**src/tgpr_pkg.sv**
```systemverilog
`timescale 1ns / 1ps

package tgpr_pkg;

  localparam int CODE_W      = 7;
  localparam int COLOR_W     = 8;
  localparam int INDEX_W     = 16;
  localparam int GLYPH_DIM   = 8;
  localparam int GLYPH_BITS  = GLYPH_DIM * GLYPH_DIM;
  localparam int Y_W         = $clog2(GLYPH_DIM);
  localparam int QUEUE_DEPTH = 2;

  localparam int DEF_TEXT_COLUMNS = 40;
  localparam int DEF_TEXT_ROWS    = 25;
  localparam int DEF_FRAME_WIDTH  = 320;
  localparam int DEF_GLYPH_COUNT  = 128;

  localparam logic [CODE_W-1:0] CODE_CR = 7'd13;
  localparam logic [CODE_W-1:0] CODE_LF = 7'd10;

  typedef enum logic {
    BK_IDLE,
    BK_SCAN
  } back_state_t;

  // One glyph to draw: set bits in scan order, top-left pixel offset, color.
  typedef struct packed {
    logic [GLYPH_BITS-1:0] glyph;
    logic [INDEX_W-1:0]    col_base;
    logic [COLOR_W-1:0]    color;
  } draw_entry_t;

  // Font image, glyph row 0 in the low byte, bit x is pixel x.
  function automatic logic [GLYPH_BITS-1:0] glyph_rows(input logic [CODE_W-1:0] code);
    logic [GLYPH_BITS-1:0] rows;
    unique case (code)
      7'd33:  rows = 64'h0018_0018_183C_3C18;
      7'd34:  rows = 64'h0000_0000_0000_3636;
      7'd35:  rows = 64'h0036_367F_367F_3636;
      7'd36:  rows = 64'h000C_1F30_1E03_3E0C;
      7'd37:  rows = 64'h0063_660C_1833_6300;
      7'd38:  rows = 64'h006E_333B_6E1C_361C;
      7'd39:  rows = 64'h0000_0000_0003_0606;
      7'd40:  rows = 64'h0018_0C06_0606_0C18;
      7'd41:  rows = 64'h0006_0C18_1818_0C06;
      7'd42:  rows = 64'h0000_663C_FF3C_6600;
      7'd43:  rows = 64'h0000_0C0C_3F0C_0C00;
      7'd44:  rows = 64'h060C_0C00_0000_0000;
      7'd45:  rows = 64'h0000_0000_3F00_0000;
      7'd46:  rows = 64'h000C_0C00_0000_0000;
      7'd47:  rows = 64'h0001_0306_0C18_3060;
      7'd48:  rows = 64'h003E_676F_7B73_633E;
      7'd49:  rows = 64'h003F_0C0C_0C0C_0E0C;
      7'd50:  rows = 64'h003F_3306_1C30_331E;
      7'd51:  rows = 64'h001E_3330_1C30_331E;
      7'd52:  rows = 64'h0078_307F_3336_3C38;
      7'd53:  rows = 64'h001E_3330_301F_033F;
      7'd54:  rows = 64'h001E_3333_1F03_061C;
      7'd55:  rows = 64'h000C_0C0C_1830_333F;
      7'd56:  rows = 64'h001E_3333_1E33_331E;
      7'd57:  rows = 64'h000E_1830_3E33_331E;
      7'd58:  rows = 64'h000C_0C00_000C_0C00;
      7'd59:  rows = 64'h060C_0C00_000C_0C00;
      7'd60:  rows = 64'h0018_0C06_0306_0C18;
      7'd61:  rows = 64'h0000_3F00_003F_0000;
      7'd62:  rows = 64'h0006_0C18_3018_0C06;
      7'd63:  rows = 64'h000C_000C_1830_331E;
      7'd64:  rows = 64'h001E_037B_7B7B_633E;
      7'd65:  rows = 64'h0033_333F_3333_1E0C;
      7'd66:  rows = 64'h003F_6666_3E66_663F;
      7'd67:  rows = 64'h003C_6603_0303_663C;
      7'd68:  rows = 64'h001F_3666_6666_361F;
      7'd69:  rows = 64'h007F_4616_1E16_467F;
      7'd70:  rows = 64'h000F_0616_1E16_467F;
      7'd71:  rows = 64'h007C_6673_0303_663C;
      7'd72:  rows = 64'h0033_3333_3F33_3333;
      7'd73:  rows = 64'h001E_0C0C_0C0C_0C1E;
      7'd74:  rows = 64'h001E_3333_3030_3078;
      7'd75:  rows = 64'h0067_6636_1E36_6667;
      7'd76:  rows = 64'h007F_6646_0606_060F;
      7'd77:  rows = 64'h0063_636B_7F7F_7763;
      7'd78:  rows = 64'h0063_6373_7B6F_6763;
      7'd79:  rows = 64'h001C_3663_6363_361C;
      7'd80:  rows = 64'h000F_0606_3E66_663F;
      7'd81:  rows = 64'h0038_1E3B_3333_331E;
      7'd82:  rows = 64'h0067_6636_3E66_663F;
      7'd83:  rows = 64'h001E_3338_0E07_331E;
      7'd84:  rows = 64'h001E_0C0C_0C0C_2D3F;
      7'd85:  rows = 64'h003F_3333_3333_3333;
      7'd86:  rows = 64'h000C_1E33_3333_3333;
      7'd87:  rows = 64'h0063_777F_6B63_6363;
      7'd88:  rows = 64'h0063_361C_1C36_6363;
      7'd89:  rows = 64'h001E_0C0C_1E33_3333;
      7'd90:  rows = 64'h007F_664C_1831_637F;
      7'd91:  rows = 64'h001E_0606_0606_061E;
      7'd92:  rows = 64'h0040_6030_180C_0603;
      7'd93:  rows = 64'h001E_1818_1818_181E;
      7'd94:  rows = 64'h0000_0000_6336_1C08;
      7'd95:  rows = 64'hFF00_0000_0000_0000;
      7'd96:  rows = 64'h0000_0000_0018_0C0C;
      7'd97:  rows = 64'h006E_333E_301E_0000;
      7'd98:  rows = 64'h003B_6666_3E06_0607;
      7'd99:  rows = 64'h001E_3303_331E_0000;
      7'd100: rows = 64'h006E_3333_3E30_3038;
      7'd101: rows = 64'h001E_033F_331E_0000;
      7'd102: rows = 64'h000F_0606_0F06_361C;
      7'd103: rows = 64'h1F30_3E33_336E_0000;
      7'd104: rows = 64'h0067_6666_6E36_0607;
      7'd105: rows = 64'h001E_0C0C_0C0E_000C;
      7'd106: rows = 64'h1E33_3330_3030_0030;
      7'd107: rows = 64'h0067_361E_3666_0607;
      7'd108: rows = 64'h001E_0C0C_0C0C_0C0E;
      7'd109: rows = 64'h0063_6B7F_7F33_0000;
      7'd110: rows = 64'h0033_3333_331F_0000;
      7'd111: rows = 64'h001E_3333_331E_0000;
      7'd112: rows = 64'h0F06_3E66_663B_0000;
      7'd113: rows = 64'h7830_3E33_336E_0000;
      7'd114: rows = 64'h000F_0666_6E3B_0000;
      7'd115: rows = 64'h001F_301E_033E_0000;
      7'd116: rows = 64'h0018_2C0C_0C3E_0C08;
      7'd117: rows = 64'h006E_3333_3333_0000;
      7'd118: rows = 64'h000C_1E33_3333_0000;
      7'd119: rows = 64'h0036_7F7F_6B63_0000;
      7'd120: rows = 64'h0063_361C_3663_0000;
      7'd121: rows = 64'h1F30_3E33_3333_0000;
      7'd122: rows = 64'h003F_260C_193F_0000;
      7'd123: rows = 64'h0038_0C0C_070C_0C38;
      7'd124: rows = 64'h0018_1818_0018_1818;
      7'd125: rows = 64'h0007_0C0C_380C_0C07;
      7'd126: rows = 64'h0000_0000_0000_3B6E;
      default: rows = '0;
    endcase
    return rows;
  endfunction

  // Reorder rows into scan order: column x outer, glyph row y inner.
  function automatic logic [GLYPH_BITS-1:0] glyph_scan(input logic [GLYPH_BITS-1:0] rows);
    logic [GLYPH_BITS-1:0] scan;
    for (int x = 0; x < GLYPH_DIM; x++) begin
      for (int y = 0; y < GLYPH_DIM; y++) begin
        scan[x*GLYPH_DIM + y] = rows[y*GLYPH_DIM + x];
      end
    end
    return scan;
  endfunction

endpackage

```
**src/tgpr_queue.sv**
```systemverilog
`timescale 1ns / 1ps

module tgpr_queue
  import tgpr_pkg::*;
(
  input  logic        clk,
  input  logic        rst_n,
  input  logic        push,
  input  draw_entry_t push_entry,
  output logic        full,
  input  logic        pop,
  output logic        q_valid,
  output draw_entry_t q_entry
);

  localparam int PTR_W = (QUEUE_DEPTH > 1) ? $clog2(QUEUE_DEPTH) : 1;
  localparam int CNT_W = $clog2(QUEUE_DEPTH + 1);

  draw_entry_t      slot_r [QUEUE_DEPTH];
  logic [PTR_W-1:0] wr_ptr_r, rd_ptr_r;
  logic [CNT_W-1:0] count_r;

  assign full    = (count_r == CNT_W'(QUEUE_DEPTH));
  assign q_valid = (count_r != '0);
  assign q_entry = slot_r[rd_ptr_r];

  always_ff @(posedge clk) begin
    if (push) begin
      slot_r[wr_ptr_r] <= push_entry;
    end
  end

  always_ff @(posedge clk) begin
    if (!rst_n) begin
      wr_ptr_r <= '0;
      rd_ptr_r <= '0;
      count_r  <= '0;
    end else begin
      if (push) begin
        wr_ptr_r <= (wr_ptr_r == PTR_W'(QUEUE_DEPTH - 1)) ? '0 : wr_ptr_r + 1'b1;
      end
      if (pop) begin
        rd_ptr_r <= (rd_ptr_r == PTR_W'(QUEUE_DEPTH - 1)) ? '0 : rd_ptr_r + 1'b1;
      end
      case ({push, pop})
        2'b10:   count_r <= count_r + 1'b1;
        2'b01:   count_r <= count_r - 1'b1;
        default: count_r <= count_r;
      endcase
    end
  end

  a_no_overflow: assert property (@(posedge clk) disable iff (!rst_n)
    push |-> !full)
    else $error("queue push while full");

  a_no_underflow: assert property (@(posedge clk) disable iff (!rst_n)
    pop |-> q_valid)
    else $error("queue pop while empty");

  a_count_range: assert property (@(posedge clk) disable iff (!rst_n)
    count_r <= CNT_W'(QUEUE_DEPTH))
    else $error("queue count out of range");

endmodule

```
**config.mk**
```make
export PLATFORM = sky130hd
export DESIGN_NAME = tgpr_queue
export DESIGN_NICKNAME = d
export VERILOG_FILES = /design/src/tgpr_pkg.sv /design/src/tgpr_queue.sv
export SDC_FILE = /design/constraint.sdc
export NUM_CORES = 1
export LEC_CHECK = 0
export BUFFER_PORTS_ARGS = -buffer_cell sky130_fd_sc_hd__buf_2
export CORE_ASPECT_RATIO = 1.2
export CORE_MARGIN = 2
export CORE_UTILIZATION = 36
export DETAILED_ROUTE_END_ITERATION = 10
export GPL_ROUTABILITY_DRIVEN = 0
export SETUP_SLACK_MARGIN = 0.15
export SKIP_LAST_GASP = 1
export SLEW_MARGIN = 20
export SYNTH_ARGS = -nofsm -noshare
export SYNTH_HDL_FRONTEND = slang
export SYNTH_SLANG_ARGS = --single-unit
```
**constraint.sdc**
```tcl
create_clock -name clk -period 6.6 [get_ports clk]
set_input_delay 0.99 -clock clk [delete_from_list [all_inputs] [get_ports clk]]
set_output_delay 0.99 -clock clk [all_outputs]
set_load 0.005 [all_outputs]
```
==> results.json, run 1 <==
{
  "setup_ws_ps": 3240,
  "route.vias.total": 3358,
  "totalWireLength_um": 12100,
  "p_int_mw": 2.01,
  "yosys-top-cells-area": "edfxtp_1, mux2_2, dfxtp_1, buf_6, buf_2",
  "finalSetupViolCount": 0,
  "sw_frac_of_total_pct": 21.6,
  "synthCells": 296,
  "crit_family": "flip-flops",
  "worst_slew_pin_slew_ps": 674,
  "synthAdderAreaFrac_pct": 0.190,
  "root_buffer": "clkbuf_16",
  "vias_per_cell": 4.62,
  "route.detailed.drc": 0,
  "crit_type": "register to primary output",
  "synth-compound-area-share_pct": 0.304,
  "syn2layout_area_growth_pct": 26.4,
  "syn_area_sq_um": 6580,
  "p_leak_nw": 3.10,
  "clock_path_buffers": 2,
  "clk_pin_slew_ps": 60,
  "drive_above_1_share_pct": 60.8,
  "setup_tns_ps": 0,
  "synth-seq-area-share_pct": 81.9,
  "cts_tree": "built",
  "grt_use_total_pct": 12.9,
  "yosysTopAreaCellShare_pct": 80.4,
  "dieWidth_um": 127,
  "yosysWarningCount": 0,
  "cpPeakStageDelay_ps": 730,
  "clock_latency_ps": 420,
  "rsz0062_at_grt": "no",
  "core-area_sq_um": 18000,
  "synth-simple-area-share_pct": 0.856,
  "arrival_ps": 2370,
  "cts_resized": 0,
  "min_period_ps": 3360,
  "post_dp_cell_area_sq_um": 7730,
  "drv_cap": 0,
  "row_count": 54,
  "synth_top_family_by_area": "multiplexers",
  "pre_cts_ws_ps": 3620,
  "nFillCells": 1604,
  "cp_max_fo": 46,
  "synth_top_area_cell": "edfxtp_1",
  "layout.nets": 583,
  "seq_power_share_pct": 52.8,
  "clock-sinks": 181,
  "crit_slowest_cell": "dfxtp_4",
  "io-pin-count": 182,
  "first_pass_iters": 4,
  "ant_nets": 0,
  "synthMuxAreaShare_pct": 15.2,
  "grt_max_degree": 49,
  "start_util_pct": 36.5,
  "status": "completed",
  "combPwrFrac_pct": 8.6,
  "grt_pass1_wl_um": 18900,
  "synth-xor-area-share_pct": 0.399,
  "critPathRequiredTime_ps": 5610,
  "vdd_ir_drop_max_mv": 0.172,
  "final_max_slew_viol_count": 0,
  "die_y_um": 152,
  "diodes": 0,
  "cts_setup_buffers": 0,
  "hp-class": "register to register",
  "fin_skew_ps": 5.81,
  "die-area_sq_um": 19400,
  "hpwl_um": 7980,
  "grt_pass1_vias": 3719,
  "cts_buffers": 17,
  "h-tree-depth": 4,
  "cp.buffers_inverters": 2,
  "final-hold-violation-count": 0,
  "powerDensity_nw_per_um2": 308,
  "switchingPower_mw": 0.554,
  "synthDistinctLibCells": 19,
  "ctsHoldBuffers": 0,
  "wl_per_cell_um": 16.6,
  "syn-mean-instance-area_sq_um": 22.2,
  "synth_seq_cells": 181,
  "crit_path_cell_trace": "buf_4, mux2_2, buf_2",
  "drt_iter0_drc": 198,
  "end_kind": "primary output",
  "max_slew_margin_pct": 55.1,
  "cp-start-kind": "register",
  "p_total_mw": 2.56,
  "synth_fp_nets": 389,
  "period_share_pct": 51.0,
  "io_buffers": 181,
  "clkPwrFrac_pct": 38.6,
  "max_clock_freq_mhz": 297,
  "grt_overflow_total": 0,
  "antenna_found_initial": 1,
  "post-route-cell-area_sq_um": 8310
}
## registers in the layout, summed over array words and instances (netlist names), named ones only
name      flops
slot_r      176
count_r       2
rd_ptr_r      1
wr_ptr_r      1
## cell usage after synthesis, drive strengths merged
library cell	instances
buf	10
or2	1
nor2	1
or3	1
nor2b	1
dfxtp	5
inv	1
and2	4
xnor2	2
xor2	1
ha	1
edfxtp	176
and2b	1
o21ai	1
mux2	88
o21a	1
a21boi	1
## through the flow
step,hold slack (ps),instances,util [%]
global route,530,727,46.1
finish,508,727,46.1
floorplan,461,296,-
global placement,473,695,42.9
CTS,510,727,46.1
detailed placement,500,695,42.9
## worst min-delay path, stage by stage (launching register included)
cell      delay (ps)
dfxtp_1          330
o21ai_0           80
a21boi_1          60
## final cells by class
cell class              instances  area [sq um]  share of cell area (%)
flip-flops and latches        181          5390                    64.8
multi-input cells             104          1120                    13.5
repair buffers                185           936                    11.3
clock buffers                  17           425                    5.12
well taps                     224           280                    3.37
clock inverters                15           154                    1.85
inverters                       1          3.75                  0.0452
## logic make-up (layout without fill, tap and decap cells)
group,Yosys count,after routing
AOI/OAI and AO/OA,3,3
xor gates and xnor gates,3,3
adders and majority gates,1,1
buffers and inverters,11,218
DFF,181,181
muxes,88,88
and+or+nand+nor,9,9
## final timing paths
check | start | end | slack (ps) | cells past startpoint
worst min register to register | count_r[1] | count_r[1] | 510 | 2
worst min-delay path | count_r[1] | count_r[1] | 510 | 2
worst max-delay path | register | q_entry[28] | 3240 | 3
worst max register to register | wr_ptr_r | slot_r[1][23] | 4590 | 2
## power by group through the flow
stage               clock [mW]  sequential, mW  combinational (mW)
detailed placement           0            1.38               0.224
global route              1.07            1.36               0.241
CTS                       1.02            1.35               0.225
finish                   0.989            1.35               0.220
global placement             0            1.37               0.220
floorplan                    0            1.37               0.127
## cells in the final DEF (no fill, tap or decap), drive strengths merged
cell,instances
a21boi,1
xor2,1
and2,4
or2,1
inv,4
clkinv,8
or3,1
xnor2,2
edfxtp,176
o21a,1
nor2b,1
dfxtp,5
o21ai,1
bufinv,2
clkinvlp,2
nor2,1
buf,185
clkbuf,17
mux2,88
ha,1
and2b,1
## routing by layer
| metal | vias up | track usage (%) | wire (um) |
|---|---|---|---|
| li1 | 1564 | - | - |
| met3 | 20 | 5.46 | 834 |
| met2 | 113 | 22.9 | 6440 |
| met5 | - | 0 | 0 |
| met1 | 1661 | 13.4 | 4620 |
| met4 | 0 | 4.76 | 207 |
Note: power is estimated with default switching activity, not from simulation.
==> inputs of run 2 (changes only) <==
--- a/config.mk
+++ b/config.mk
@@ -5,6 +5,7 @@
 export SDC_FILE = /design/constraint.sdc
 export NUM_CORES = 1
 export LEC_CHECK = 0
+export ABC_AREA = 1
 export BUFFER_PORTS_ARGS = -buffer_cell sky130_fd_sc_hd__buf_2
 export CORE_ASPECT_RATIO = 1.2
 export CORE_MARGIN = 2
==> constraint.sdc (replaced) <==
create_clock -name clk -period 3.3 [get_ports clk]
set_input_delay 0.495 -clock clk [delete_from_list [all_inputs] [get_ports clk]]
set_output_delay 0.495 -clock clk [all_outputs]
set_load 0.005 [all_outputs]
==> results.json, run 2 <==
{
  "status": "completed",
  "grt_pass1_wl_um": 18900,
  "clock_latency_ps": 420,
  "max_clock_freq_mhz": 385,
  "post_dp_cell_area_sq_um": 7840,
  "cts_buffers": 17,
  "arrival_ps": 2110,
  "rr_worst_depth": 3,
  "final_max_slew_viol_count": 0,
  "grt_max_degree": 51,
  "vias_per_cell": 4.60,
  "crit_family": "flip-flops",
  "totalWireLength_um": 12300,
  "syn_area_sq_um": 6650,
  "clock_path_buffers": 2,
  "yosysMostFrequentCell": "edfxtp_1",
  "route.detailed.drc": 0,
  "io_buffers": 181,
  "post-route-cell-area_sq_um": 8440,
  "cp_max_fo": 44,
  "synthCells": 309,
  "synth-edff-count": 176,
  "period_share_pct": 78.8,
  "r2r-end": "slot_r[1][12]",
  "powerDensity_nw_per_um2": 612,
  "hold-path-endpoint": "slot_r[0][47]",
  "cts_setup_buffers": 0,
  "core-area_sq_um": 18200,
  "layout.nets": 597,
  "synth_fp_nets": 402,
  "dieWidth_um": 128,
  "timing.rr.start": "wr_ptr_r",
  "crit_path_cell_trace": "buf_4, mux2_2, buf_2",
  "ant_nets": 0,
  "nFillCells": 1559,
  "whs_ps": 255,
  "synth-seq-area-share_pct": 80.9,
  "mostFrequentLayoutCells": "buf_2, edfxtp_1, mux2_2",
  "root_buffer": "clkbuf_16",
  "cts_resized": 0,
  "drt_iter0_drc": 169,
  "crit_type": "register to primary output",
  "syn2layout_area_growth_pct": 26.8,
  "cpPeakStageDelay_ps": 750,
  "regMostFlops": "slot_r",
  "rsz0062_at_grt": "no",
  "ctsHoldBuffers": 0,
  "largestRegisters": "slot_r: 176 flops, count_r: 2 flops",
  "io-pin-count": 182,
  "synth_seq_cells": 181,
  "end_kind": "primary output",
  "grt_overflow_total": 0,
  "grt_use_total_pct": 12.9,
  "clock-sinks": 181,
  "multi_input_area_sq_um": 1180,
  "cp-start-kind": "register",
  "min_period_ps": 2600,
  "die_y_um": 153,
  "holdPathStages": 1,
  "p_leak_nw": 3.22,
  "setup_tns_ps": 0,
  "synth-async-reset-ratio_pct": 0,
  "synth.cells.most_frequent": "edfxtp_1, mux2_2, mux2_4, nor2_1, nand2_1",
  "syn-mean-instance-area_sq_um": 21.5,
  "hpwl_um": 8060,
  "yosysTopAreaCellShare_pct": 79.4,
  "wl_per_cell_um": 16.6,
  "fin_skew_ps": 8.20,
  "diodes": 0,
  "synth_top_area_cell": "edfxtp_1",
  "h-tree-depth": 4,
  "vdd_ir_drop_max_mv": 0.300,
  "drive_above_1_share_pct": 59.6,
  "hold_path_startpoint": "push_entry[47]",
  "yosysWarningCount": 0,
  "largest_register_ffs": 176,
  "cp.buffers_inverters": 2,
  "antenna_found_initial": 1,
  "register_area_sq_um": 5390,
  "worst_slew_pin_slew_ps": 706,
  "critPathRequiredTime_ps": 2800,
  "yosys-top-cells-area": "edfxtp_1, mux2_2, mux2_4, dfxtp_1, buf_6",
  "drv_cap": 0,
  "hp-class": "primary input to register",
  "finalSetupViolCount": 0,
  "synthDistinctLibCells": 13,
  "final-hold-violation-count": 0,
  "start_util_pct": 36.6,
  "final_common_cell": "buf_2",
  "route.vias.total": 3409,
  "grt_pass1_vias": 3703,
  "ff2ff_setup_slack_ps": 1560,
  "cts_tree": "built",
  "crit_slowest_cell": "dfxtp_4",
  "max_slew_margin_pct": 52.9,
  "clk_pin_slew_ps": 70,
  "synth_ff_type": "edfxtp_1",
  "row_count": 54,
  "first_pass_iters": 6,
  "die-area_sq_um": 19600
}
[run 2: cell families (layout without fill, tap and decap cells)]
logic type	Yosys count	after routing	synth area share, %
fa+ha+maj	1	1	0.188
simple gates	21	21	1.22
buf+inv	16	224	1.47
flops	181	181	80.9
compound gates	2	2	0.150
mux	88	88	16.0
[run 2: worst reg2reg max path, delay by kind of cell, from the launching register on]
kind	cells	cell delay [ps]
simple gates	1	120
flops	1	390
buf+inv	2	880
[run 2: metal layers]
| layer | wire, um | GRT usage [%] | vias up |
|---|---|---|---|
| li1 | - | - | 1596 |
| met1 | 4880 | 14.4 | 1682 |
| met2 | 6330 | 21.9 | 117 |
| met3 | 913 | 5.39 | 12 |
| met4 | 143 | 4.81 | 2 |
| met5 | 13 | 0 | - |
[run 2: worst max path at each step]
stage               startpoint            to  slack [ps]  depth (start not counted)
floorplan                 push  slot_r[1][0]         580                          2
finish                register   q_entry[20]         700                          3
global route          register   q_entry[20]         550                          3
detailed placement    register   q_entry[20]        1090                          3
CTS                   register   q_entry[20]         620                          3
global placement      register   q_entry[17]        1130                          3
[run 2: power breakdown]
part | switching (mW) | leakage (nW) | total (mW) | internal [mW]
clock network | 0.901 | 0.283 | 2.04 | 1.14
logic | 0.192 | 1.24 | 0.415 | 0.224
registers | 0.0458 | 1.69 | 2.70 | 2.66
total | 1.14 | 3.22 | 5.16 | 4.02
[run 2: final cells by class]
class	count	share of cell area, %
Sequential cell	181	63.9
Multi-Input combinational cell	112	14.0
Timing Repair Buffer	186	11.5
Clock buffer	18	5.09
Tap cell	224	3.32
Clock inverter	14	2.00
Inverter	6	0.297
[run 2: through the flow]
| step | power [mW] | setup slack [ps] | util (%) | cells |
|---|---|---|---|---|
| after floorplan | 2.97 | 585 | - | 309 |
| after global placement | 3.17 | 1130 | 43.1 | 709 |
| after detailed placement | 3.18 | 1090 | 43.1 | 709 |
| after CTS | 5.24 | 619 | 46.4 | 741 |
| after global routing | 5.37 | 554 | 46.4 | 741 |
| final | 5.16 | 699 | 46.4 | 741 |
